File: src/rtl/core/mrw_pkg.sv
// Shared types, constants and the witness table of the Miller-Rabin test block.
package mrw_pkg;

    // Width of the witness count register and of the pass counter.
    localparam int CNT_W = 5;
    // Width of a witness value (largest witness is 53).
    localparam int WIT_W = 6;
    // Witness count after reset.
    localparam logic [CNT_W-1:0] WCOUNT_RESET = 5'd12;

    // Operand selection codes of the modular multiplier.
    localparam logic [1:0] MUL_ACC_B   = 2'd0;
    localparam logic [1:0] MUL_B_B     = 2'd1;
    localparam logic [1:0] MUL_ACC_ACC = 2'd2;

    // Commands from the controller to the datapath.
    typedef struct packed {
        logic       load;
        logic       decomp_step;
        logic       wit_init;
        logic       red_step;
        logic       mul_start;
        logic [1:0] mul_sel;
        logic       wr_acc;
        logic       wr_b;
        logic       e_shift;
        logic       sq_inc;
        logic       pass;
        logic       fail;
    } t_cmd;

    // Status from the datapath to the controller.
    typedef struct packed {
        logic special;
        logic d_odd;
        logic wit_done;
        logic b_eq_n;
        logic b_ge_n;
        logic e_zero;
        logic e_lsb;
        logic x_one;
        logic x_nm1;
        logic sq_end;
        logic mul_done;
    } t_stat;

    // The first sixteen primes, used as witnesses in order.
    function automatic logic [WIT_W-1:0] prime_at(input logic [3:0] idx);
        logic [WIT_W-1:0] p;
        begin
            case (idx)
                4'd0:    p = 6'd2;
                4'd1:    p = 6'd3;
                4'd2:    p = 6'd5;
                4'd3:    p = 6'd7;
                4'd4:    p = 6'd11;
                4'd5:    p = 6'd13;
                4'd6:    p = 6'd17;
                4'd7:    p = 6'd19;
                4'd8:    p = 6'd23;
                4'd9:    p = 6'd29;
                4'd10:   p = 6'd31;
                4'd11:   p = 6'd37;
                4'd12:   p = 6'd41;
                4'd13:   p = 6'd43;
                4'd14:   p = 6'd47;
                default: p = 6'd53;
            endcase
            return p;
        end
    endfunction

endpackage

File: src/rtl/core/miller_rabin_fixed_witness_test_top.sv
// Top level of the fixed-witness Miller-Rabin primality test.
// A request is taken when start is high and busy is low; the result is shown
// for exactly one cycle with o_done high, and the receiver cannot hold it off.
// Candidates below four or even are settled without any modular product.
// Otherwise each witness needs at most 2 x (NUMBER_WIDTH - r) + r - 1 modular
// products, r being the count of trailing zeros of n - 1. The products come
// from the single bit-serial modular multiplier, one multiplier bit per cycle.
module miller_rabin_fixed_witness_test_top #(
    parameter int MAX_WITNESSES = 16,
    parameter int NUMBER_WIDTH  = 64
) (
    input  logic                      i_clk,
    input  logic                      i_rst_n,
    input  logic                      i_cfg_we,
    input  logic [mrw_pkg::CNT_W-1:0] i_cfg_wdata,
    input  logic                      start,
    output logic                      busy,
    input  logic [63:0]               i_number,
    output logic                      o_done,
    output logic                      o_probably_prime,
    output logic [mrw_pkg::CNT_W-1:0] o_witnesses_passed,
    output logic                      o_bad_input
);

    mrw_pkg::t_cmd  cmd;
    mrw_pkg::t_stat stat;

    mrw_ctrl u_ctrl (
        .i_clk   (i_clk),
        .i_rst_n (i_rst_n),
        .i_start (start),
        .i_stat  (stat),
        .o_cmd   (cmd),
        .o_busy  (busy),
        .o_done  (o_done)
    );

    mrw_dp #(
        .MAX_WITNESSES (MAX_WITNESSES),
        .NUMBER_WIDTH  (NUMBER_WIDTH)
    ) u_dp (
        .i_clk              (i_clk),
        .i_rst_n            (i_rst_n),
        .i_cfg_we           (i_cfg_we),
        .i_cfg_wdata        (i_cfg_wdata),
        .i_number           (i_number),
        .i_cmd              (cmd),
        .o_stat             (stat),
        .o_probably_prime   (o_probably_prime),
        .o_witnesses_passed (o_witnesses_passed),
        .o_bad_input        (o_bad_input)
    );

endmodule

File: src/rtl/core/mrw_mulmod.sv
// Bit-serial shift-and-add modular multiplier, one multiplier bit per cycle.
module mrw_mulmod #(
    parameter int NUMBER_WIDTH = 64
) (
    input  logic                    i_clk,
    input  logic                    i_rst_n,
    input  logic                    i_start,
    input  logic [NUMBER_WIDTH-1:0] i_x,
    input  logic [NUMBER_WIDTH-1:0] i_y,
    input  logic [NUMBER_WIDTH-1:0] i_m,
    output logic                    o_done,
    output logic [NUMBER_WIDTH-1:0] o_result
);

    localparam int CW = $clog2(NUMBER_WIDTH);
    localparam int TW = NUMBER_WIDTH + 2;

    logic                    r_run;
    logic                    r_done;
    logic [CW-1:0]           r_cnt;
    logic [NUMBER_WIDTH-1:0] r_acc;
    logic [NUMBER_WIDTH-1:0] r_x;
    logic [NUMBER_WIDTH-1:0] r_y;
    logic [NUMBER_WIDTH-1:0] r_m;
    logic [NUMBER_WIDTH-1:0] n_acc;
    logic [TW-1:0]           t_sum;
    logic [TW-1:0]           m1;
    logic [TW-1:0]           m2;

    // Double the accumulator, add x on a set bit, then fold back below m.
    always_comb begin
        m1    = {2'b00, r_m};
        m2    = m1 << 1;
        t_sum = ({2'b00, r_acc} << 1) + (r_y[NUMBER_WIDTH-1] ? {2'b00, r_x} : '0);
        if (t_sum >= m2) begin
            n_acc = NUMBER_WIDTH'(t_sum - m2);
        end else if (t_sum >= m1) begin
            n_acc = NUMBER_WIDTH'(t_sum - m1);
        end else begin
            n_acc = t_sum[NUMBER_WIDTH-1:0];
        end
    end

    // Control of the bit counter and the completion pulse.
    always_ff @(posedge i_clk) begin
        if (!i_rst_n) begin
            r_run  <= 1'b0;
            r_done <= 1'b0;
        end else begin
            r_done <= 1'b0;
            if (i_start) begin
                r_run <= 1'b1;
            end else if (r_run && r_cnt == '0) begin
                r_run  <= 1'b0;
                r_done <= 1'b1;
            end
        end
    end

    // Operand and accumulator registers.
    always_ff @(posedge i_clk) begin
        if (i_start) begin
            r_cnt <= CW'(NUMBER_WIDTH - 1);
            r_acc <= '0;
            r_x   <= i_x;
            r_y   <= i_y;
            r_m   <= i_m;
        end else if (r_run) begin
            r_cnt <= r_cnt - 1'b1;
            r_acc <= n_acc;
            r_y   <= r_y << 1;
        end
    end

    assign o_done   = r_done;
    assign o_result = r_acc;

endmodule

File: src/rtl/core/mrw_dp.sv
// Datapath: candidate, exponent, base and accumulator registers and the multiplier.
module mrw_dp #(
    parameter int MAX_WITNESSES = 16,
    parameter int NUMBER_WIDTH  = 64
) (
    input  logic                      i_clk,
    input  logic                      i_rst_n,
    input  logic                      i_cfg_we,
    input  logic [mrw_pkg::CNT_W-1:0] i_cfg_wdata,
    input  logic [63:0]               i_number,
    input  mrw_pkg::t_cmd             i_cmd,
    output mrw_pkg::t_stat            o_stat,
    output logic                      o_probably_prime,
    output logic [mrw_pkg::CNT_W-1:0] o_witnesses_passed,
    output logic                      o_bad_input
);

    localparam int CW = $clog2(NUMBER_WIDTH);
    localparam int W  = NUMBER_WIDTH;

    logic [mrw_pkg::CNT_W-1:0] r_wcount;
    logic [mrw_pkg::CNT_W-1:0] r_count;
    logic [mrw_pkg::CNT_W-1:0] r_widx;
    logic [mrw_pkg::CNT_W-1:0] r_passed;
    logic                      r_prime;
    logic                      r_bad;
    logic [W-1:0]              r_n;
    logic [W-1:0]              r_nm1;
    logic [W-1:0]              r_d;
    logic [W-1:0]              r_e;
    logic [W-1:0]              r_b;
    logic [W-1:0]              r_acc;
    logic [CW-1:0]             r_r;
    logic [CW-1:0]             r_i;

    logic [W-1:0]              num;
    logic                      num_lt2;
    logic                      num_le3;
    logic [mrw_pkg::CNT_W-1:0] cnt_eff;
    logic [W-1:0]              mul_x;
    logic [W-1:0]              mul_y;
    logic                      mul_done;
    logic [W-1:0]              mul_res;

    // Classification of the incoming candidate.
    always_comb begin
        num     = i_number[W-1:0];
        num_lt2 = (num >> 1) == '0;
        num_le3 = (num >> 2) == '0;
        if (r_wcount > mrw_pkg::CNT_W'(MAX_WITNESSES)) begin
            cnt_eff = mrw_pkg::CNT_W'(MAX_WITNESSES);
        end else begin
            cnt_eff = r_wcount;
        end
    end

    // Configuration register.
    always_ff @(posedge i_clk) begin
        if (!i_rst_n) begin
            r_wcount <= mrw_pkg::WCOUNT_RESET;
        end else if (i_cfg_we) begin
            r_wcount <= i_cfg_wdata;
        end
    end

    // Result registers; small, two, three and even candidates are settled at load.
    always_ff @(posedge i_clk) begin
        if (i_cmd.load) begin
            r_bad    <= num_lt2;
            r_prime  <= !num_lt2 && !(!num_le3 && !num[0] && cnt_eff != '0);
            r_passed <= (!num_lt2 && num_le3) ? cnt_eff : '0;
            r_count  <= cnt_eff;
            r_widx   <= '0;
        end else if (i_cmd.pass) begin
            r_passed <= r_passed + 1'b1;
            r_widx   <= r_widx + 1'b1;
        end else if (i_cmd.fail) begin
            r_prime  <= 1'b0;
        end
    end

    // Candidate and the odd part of n - 1.
    always_ff @(posedge i_clk) begin
        if (i_cmd.load) begin
            r_n   <= num;
            r_nm1 <= num - 1'b1;
            r_d   <= num - 1'b1;
            r_r   <= '0;
        end else if (i_cmd.decomp_step) begin
            r_d <= r_d >> 1;
            r_r <= r_r + 1'b1;
        end
    end

    // Per-witness working registers.
    always_ff @(posedge i_clk) begin
        if (i_cmd.wit_init) begin
            r_b   <= W'(mrw_pkg::prime_at(r_widx[3:0]));
            r_acc <= W'(1);
            r_e   <= r_d;
            r_i   <= CW'(1);
        end else begin
            if (i_cmd.red_step) begin
                r_b <= r_b - r_n;
            end
            if (i_cmd.wr_b) begin
                r_b <= mul_res;
            end
            if (i_cmd.wr_acc) begin
                r_acc <= mul_res;
            end
            if (i_cmd.e_shift) begin
                r_e <= r_e >> 1;
            end
            if (i_cmd.sq_inc) begin
                r_i <= r_i + 1'b1;
            end
        end
    end

    // Operand selection for the multiplier.
    always_comb begin
        case (i_cmd.mul_sel)
            mrw_pkg::MUL_ACC_B: begin
                mul_x = r_acc;
                mul_y = r_b;
            end
            mrw_pkg::MUL_B_B: begin
                mul_x = r_b;
                mul_y = r_b;
            end
            default: begin
                mul_x = r_acc;
                mul_y = r_acc;
            end
        endcase
    end

    mrw_mulmod #(
        .NUMBER_WIDTH(NUMBER_WIDTH)
    ) u_mulmod (
        .i_clk    (i_clk),
        .i_rst_n  (i_rst_n),
        .i_start  (i_cmd.mul_start),
        .i_x      (mul_x),
        .i_y      (mul_y),
        .i_m      (r_n),
        .o_done   (mul_done),
        .o_result (mul_res)
    );

    // Status towards the controller.
    always_comb begin
        o_stat.special  = ((r_n >> 2) == '0) || !r_n[0];
        o_stat.d_odd    = r_d[0];
        o_stat.wit_done = r_widx == r_count;
        o_stat.b_eq_n   = r_b == r_n;
        o_stat.b_ge_n   = r_b >= r_n;
        o_stat.e_zero   = r_e == '0;
        o_stat.e_lsb    = r_e[0];
        o_stat.x_one    = r_acc == W'(1);
        o_stat.x_nm1    = r_acc == r_nm1;
        o_stat.sq_end   = r_i >= r_r;
        o_stat.mul_done = mul_done;
    end

    assign o_probably_prime   = r_prime;
    assign o_witnesses_passed = r_passed;
    assign o_bad_input        = r_bad;

endmodule

File: src/rtl/core/mrw_ctrl.sv
// Controller: sequences decomposition, reduction, exponentiation and squarings.
module mrw_ctrl (
    input  logic           i_clk,
    input  logic           i_rst_n,
    input  logic           i_start,
    input  mrw_pkg::t_stat i_stat,
    output mrw_pkg::t_cmd  o_cmd,
    output logic           o_busy,
    output logic           o_done
);

    localparam logic [3:0] S_IDLE   = 4'd0;
    localparam logic [3:0] S_CLASS  = 4'd1;
    localparam logic [3:0] S_DECOMP = 4'd2;
    localparam logic [3:0] S_WIT    = 4'd3;
    localparam logic [3:0] S_RED    = 4'd4;
    localparam logic [3:0] S_POW    = 4'd5;
    localparam logic [3:0] S_MACC   = 4'd6;
    localparam logic [3:0] S_MSQ    = 4'd7;
    localparam logic [3:0] S_CHK    = 4'd8;
    localparam logic [3:0] S_SQR    = 4'd9;
    localparam logic [3:0] S_SQW    = 4'd10;
    localparam logic [3:0] S_SQT    = 4'd11;
    localparam logic [3:0] S_DONE   = 4'd12;

    logic [3:0] r_state;
    logic [3:0] n_state;

    // Next state and commands.
    always_comb begin
        n_state = r_state;
        o_cmd   = '0;
        unique case (r_state)
            S_IDLE: begin
                if (i_start) begin
                    o_cmd.load = 1'b1;
                    n_state    = S_CLASS;
                end
            end
            S_CLASS: begin
                n_state = i_stat.special ? S_DONE : S_DECOMP;
            end
            S_DECOMP: begin
                if (i_stat.d_odd) begin
                    n_state = S_WIT;
                end else begin
                    o_cmd.decomp_step = 1'b1;
                end
            end
            S_WIT: begin
                if (i_stat.wit_done) begin
                    n_state = S_DONE;
                end else begin
                    o_cmd.wit_init = 1'b1;
                    n_state        = S_RED;
                end
            end
            S_RED: begin
                // A witness equal to the candidate passes outright.
                if (i_stat.b_eq_n) begin
                    o_cmd.pass = 1'b1;
                    n_state    = S_WIT;
                end else if (i_stat.b_ge_n) begin
                    o_cmd.red_step = 1'b1;
                end else begin
                    n_state = S_POW;
                end
            end
            S_POW: begin
                if (i_stat.e_zero) begin
                    n_state = S_CHK;
                end else if (i_stat.e_lsb) begin
                    o_cmd.mul_start = 1'b1;
                    o_cmd.mul_sel   = mrw_pkg::MUL_ACC_B;
                    n_state         = S_MACC;
                end else begin
                    o_cmd.mul_start = 1'b1;
                    o_cmd.mul_sel   = mrw_pkg::MUL_B_B;
                    n_state         = S_MSQ;
                end
            end
            S_MACC: begin
                o_cmd.mul_sel = mrw_pkg::MUL_B_B;
                if (i_stat.mul_done) begin
                    o_cmd.wr_acc    = 1'b1;
                    o_cmd.mul_start = 1'b1;
                    n_state         = S_MSQ;
                end
            end
            S_MSQ: begin
                if (i_stat.mul_done) begin
                    o_cmd.wr_b    = 1'b1;
                    o_cmd.e_shift = 1'b1;
                    n_state       = S_POW;
                end
            end
            S_CHK: begin
                if (i_stat.x_one || i_stat.x_nm1) begin
                    o_cmd.pass = 1'b1;
                    n_state    = S_WIT;
                end else begin
                    n_state = S_SQR;
                end
            end
            S_SQR: begin
                if (i_stat.sq_end) begin
                    o_cmd.fail = 1'b1;
                    n_state    = S_DONE;
                end else begin
                    o_cmd.mul_start = 1'b1;
                    o_cmd.mul_sel   = mrw_pkg::MUL_ACC_ACC;
                    n_state         = S_SQW;
                end
            end
            S_SQW: begin
                if (i_stat.mul_done) begin
                    o_cmd.wr_acc = 1'b1;
                    o_cmd.sq_inc = 1'b1;
                    n_state      = S_SQT;
                end
            end
            S_SQT: begin
                if (i_stat.x_nm1) begin
                    o_cmd.pass = 1'b1;
                    n_state    = S_WIT;
                end else begin
                    n_state = S_SQR;
                end
            end
            S_DONE: begin
                n_state = S_IDLE;
            end
            default: begin
                n_state = S_IDLE;
            end
        endcase
    end

    // State register.
    always_ff @(posedge i_clk) begin
        if (!i_rst_n) begin
            r_state <= S_IDLE;
        end else begin
            r_state <= n_state;
        end
    end

    assign o_busy = r_state != S_IDLE;
    assign o_done = r_state == S_DONE;

endmodule

File: config.mk
export PLATFORM = sky130hd
export DESIGN_NAME = miller_rabin_fixed_witness_test_top
export DESIGN_NICKNAME = d
export VERILOG_FILES = /design/src/rtl/core/mrw_pkg.sv /design/src/rtl/core/miller_rabin_fixed_witness_test_top.sv /design/src/rtl/core/mrw_mulmod.sv /design/src/rtl/core/mrw_dp.sv /design/src/rtl/core/mrw_ctrl.sv
export SDC_FILE = /design/constraint.sdc
export NUM_CORES = 2
export LEC_CHECK = 0
export BUFFER_PORTS_ARGS = -buffer_cell sky130_fd_sc_hd__buf_2
export CAP_MARGIN = 15
export CELL_PAD_IN_SITES_DETAIL_PLACEMENT = 1
export CELL_PAD_IN_SITES_GLOBAL_PLACEMENT = 1
export CORE_MARGIN = 2
export CORE_UTILIZATION = 35
export DETAILED_ROUTE_END_ITERATION = 8
export GPL_TIMING_DRIVEN = 0
export HOLD_SLACK_MARGIN = 0.15
export PLACE_DENSITY_LB_ADDON = 0.08
export SLEW_MARGIN = 40
export SYNTH_ARGS = -nofsm -noshare
export SYNTH_HDL_FRONTEND = slang
export SYNTH_SLANG_ARGS = --single-unit
File: constraint.sdc
create_clock -name i_clk -period 18.38 [get_ports i_clk]
set_clock_uncertainty 0.1 [all_clocks]
set_input_delay 1.838 -clock i_clk [delete_from_list [all_inputs] [get_ports i_clk]]
set_output_delay 1.838 -clock i_clk [all_outputs]
set_load 0.1 [all_outputs]
==> flow_summary.json <==
{
  "status": "finished clean",
  "syn_inst": 5193,
  "hold_violations": 0,
  "post_cts_resized": 0,
  "nFillCells": 15196,
  "die_area_sq_um": 134000,
  "synth_edf_count": 466,
  "die_x_microns": 366,
  "fin_crit_sh_pct": 54.2,
  "tightest_slew_ns": 0.934,
  "crit_fanout": 10,
  "dr.first_iter.drc_count": 2843,
  "setup_tns_ns": 0,
  "layout-drive-gt1-share_pct": 7.90,
  "insertion_delay_ns": 0.67,
  "postSynthAreaPerCell_sq_um": 8.85,
  "numPortBuffers": 80,
  "yosysWarnings": 0,
  "track_usage_pct": 29.6,
  "pin_count": 82,
  "end_kind": "flip-flop",
  "hpwlAfterDp_microns": 169000,
  "overflow": 0,
  "dp_cells": 7039,
  "synth_top_area_share_pct": 30.5,
  "drv_cap": 0,
  "gp_congestion": 0.967,
  "hold_buffers": 0,
  "ys.flop_type": "edfxtp_1",
  "antenna_found_initial": 7,
  "synth-seq-area-share_pct": 40.3,
  "pwr_density_cell_nw_per_um2": 211,
  "initial_utilization_pct": 35.4,
  "core.rowCount": 132,
  "crit_required_ns": 18.86,
  "cts_buffers": 80,
  "cts_max_path_buffers": 3,
  "final_util_pct": 39.9,
  "cts_root_buf": "clkbuf_16",
  "cts_max_level": 3,
  "final_cells": 7188,
  "post-place-ws_ns": 8.38,
  "die_h_microns": 366,
  "clk_pin_slew_worst_paths_ns": 0.06,
  "timing.fmax_mhz": 100,
  "synth.area.top_cells": "edfxtp_1, dfxtp_1, nand2_1",
  "cts_sinks": 692,
  "setup_violations": 0,
  "area_growth_pct": 12.7,
  "p_leak_nw": 20.8,
  "cts_tree": "done",
  "drtAntennaViolNets": 0,
  "ff2ff_path_depth": 27,
  "hp-class": "flip-flop to flip-flop",
  "slew_violations": 0,
  "crit_arrival_ns": 10.44,
  "core_sq_um": 130000,
  "setup_slack_ns": 8.42,
  "grt_max_degree": 44,
  "grt_pass1_wl_microns": 292000,
  "viasPerCell": 5.70,
  "crit_type": "flip-flop to flip-flop",
  "hold_depth": 2,
  "async_flop_share_pct": 0,
  "fin_crit_ns": 9.96,
  "nNetsFinal": 5727,
  "peakVddDrop_uv": 144,
  "first_pass_iters": 5,
  "start_kind": "flip-flop",
  "postCtsSetupRepairBufs": 0,
  "syn-cell-area_sq_um": 45900,
  "ys_ff_latch": 692,
  "syn-num-nets": 5541,
  "max_slew_margin_pct": 37.7,
  "grt_pass1_vias": 41390,
  "synth_top_cell_by_area": "edfxtp_1",
  "drc": 0,
  "fin_total_pwr_w": 0.0109,
  "rsz0062_at_grt": "no",
  "vias": 41003,
  "wl_microns": 204000,
  "synthDistinctLibCells": 86,
  "wl_per_cell_microns": 28.3
}
where the power goes:
group          total, W  switching (W)  internal [W]  leakage [nW]
sequential      0.00260       0.000443       0.00216          6.15
clock           0.00164       0.000709      0.000931          1.27
combinational   0.00666        0.00453       0.00213          13.4
logic make-up after synthesis:
logic type	synth area share (%)
multiplexers	3.73
adder cells (fa/ha/maj)	7.56
XOR/XNOR	7.11
AO/OA/AOI/OAI	18.9
buffers and inverters	3.99
AND/OR/NAND/NOR	18.4
flip-flops	40.3
per-stage QoR:
stage | hold slack (ns) | area, sq um
floorplan | 0.348 | 45900
global placement | 0.382 | 48500
detailed placement | 0.396 | 49100
CTS | 0.407 | 51800
global route | 0.430 | 51800
finish | 0.408 | 51800
layout make-up:
class / instances / area, sq um / area share (%)
repair buffers: 104 / 798 / 1.54
clock buffers: 96 / 2170 / 4.19
diodes: 1 / 2.50 / 0.00483
multi-input cells: 4017 / 25800 / 49.8
inverters: 225 / 850 / 1.64
plain buffers: 259 / 1050 / 2.02
clock inverters: 52 / 457 / 0.882
well taps: 1742 / 2180 / 4.21
flip-flops and latches: 692 / 18500 / 35.8
placed cells by master, fill, tap and decap left out, drive strengths merged, types with 41 or more instances in the layout:
| master | netlist | final |
|---|---|---|
| xnor2 | 175 | 175 |
| nor3 | 92 | 92 |
| edfxtp | 466 | 466 |
| mux2 | 67 | 67 |
| a21oi | 481 | 481 |
| o21bai | 51 | 51 |
| nor4 | 93 | 93 |
| clkbuf | 239 | 336 |
| dfxtp | 226 | 226 |
| a21o | 145 | 145 |
| a22oi | 42 | 42 |
| nand2 | 914 | 914 |
| ha | 271 | 271 |
| buf | 20 | 123 |
| nor2b | 42 | 42 |
| mux2i | 96 | 96 |
| inv | 225 | 232 |
| nor2 | 229 | 229 |
| nand3 | 103 | 103 |
| and2 | 82 | 82 |
| a31oi | 48 | 48 |
| nand4 | 91 | 91 |
| nand2b | 41 | 41 |
| xor2 | 197 | 197 |
| o21ai | 291 | 291 |
critical path: stages, from the launching register on:
cell and delay (ns):
edfxtp_1 0.33, clkbuf_1 0.53, clkbuf_1 0.56, nand2_1 0.26, inv_1 0.11, ha_1 0.17, a211oi_1 0.07, o211ai_1 0.29
a31oi_1 0.33, a2111oi_2 0.62, nor3_1 0.17, nor2_1 0.41, a31oi_1 0.21, o41ai_1 0.36, xor2_1 0.47, ha_1 0.43
nand2_1 0.13, o21ai_0 0.12, nor4_1 0.29, o21ai_0 0.29, a2111oi_1 0.72, nand2_1 0.10, o21ai_0 0.45, o211a_1 0.50
clkbuf_1 0.75, clkbuf_1 0.66, o221ai_1 0.25, a21oi_1 0.17
registers in the layout (all words and copies together) (netlist names), named ones only:
name	cells
u_ctrl.r_state	4
u_dp.o_bad_input	1
u_dp.o_probably_prime	1
u_dp.o_witnesses_passed	5
u_dp.r_acc	64
u_dp.r_b	64
u_dp.r_count	5
u_dp.r_d	64
u_dp.r_e	64
u_dp.r_i	6
u_dp.r_n	64
u_dp.r_nm1	64
u_dp.r_r	6
u_dp.r_wcount	5
u_dp.r_widx	5
u_dp.u_mulmod.o_done	1
u_dp.u_mulmod.o_result	64
u_dp.u_mulmod.r_cnt	6
u_dp.u_mulmod.r_m	64
u_dp.u_mulmod.r_run	1
u_dp.u_mulmod.r_x	64
u_dp.u_mulmod.r_y	64
metal layers:
metal	GRT usage, %	routed length, microns	share of wire (%)	up-vias
met5	0	12	0.0059	-
met4	12.4	8970	4.4	2
met3	2.45	8760	4.3	291
met2	48.0	92500	45	1083
met1	40.6	93300	46	20390
li1	-	-	-	19237
synthesized netlist by cell type (15+ instances only):
master	count
nor4_1	91
nand4_1	90
edfxtp_1	466
a211oi_1	39
mux2_2	67
ha_1	271
xnor2_1	174
o211ai_1	35
dfxtp_1	226
or3_1	26
a21o_1	145
xor2_1	197
nand2b_1	41
clkbuf_1	238
o22ai_1	15
inv_1	223
nand3_1	102
o21bai_1	51
nor2_1	228
a22oi_1	42
o31ai_1	24
and2_1	82
or4_1	15
mux2i_1	96
a32oi_1	21
o21a_1	31
o221ai_1	22
nand2_1	914
nor3_1	91
a21oi_1	481
or2_2	19
o21ai_0	291
and3_1	35
a31oi_1	48
nor2b_1	42
worst paths after layout:
kind | startpoint | end | slack, ns
min reg2reg | u_dp.r_b[6]$_SDFFE_PP0P_ | u_dp.r_b[6]$_SDFFE_PP0P_ | 0.41
min | u_dp.r_b[6]$_SDFFE_PP0P_ | u_dp.r_b[6]$_SDFFE_PP0P_ | 0.41
max reg2reg | u_dp.u_mulmod.r_y[63]$_DFFE_PP_ | u_dp.u_mulmod.o_result[12]$_SDFFE_PP0P_ | 8.42
max | u_dp.u_mulmod.r_y[63]$_DFFE_PP_ | u_dp.u_mulmod.o_result[12]$_SDFFE_PP0P_ | 8.42
(Power assumes the default switching activity.)
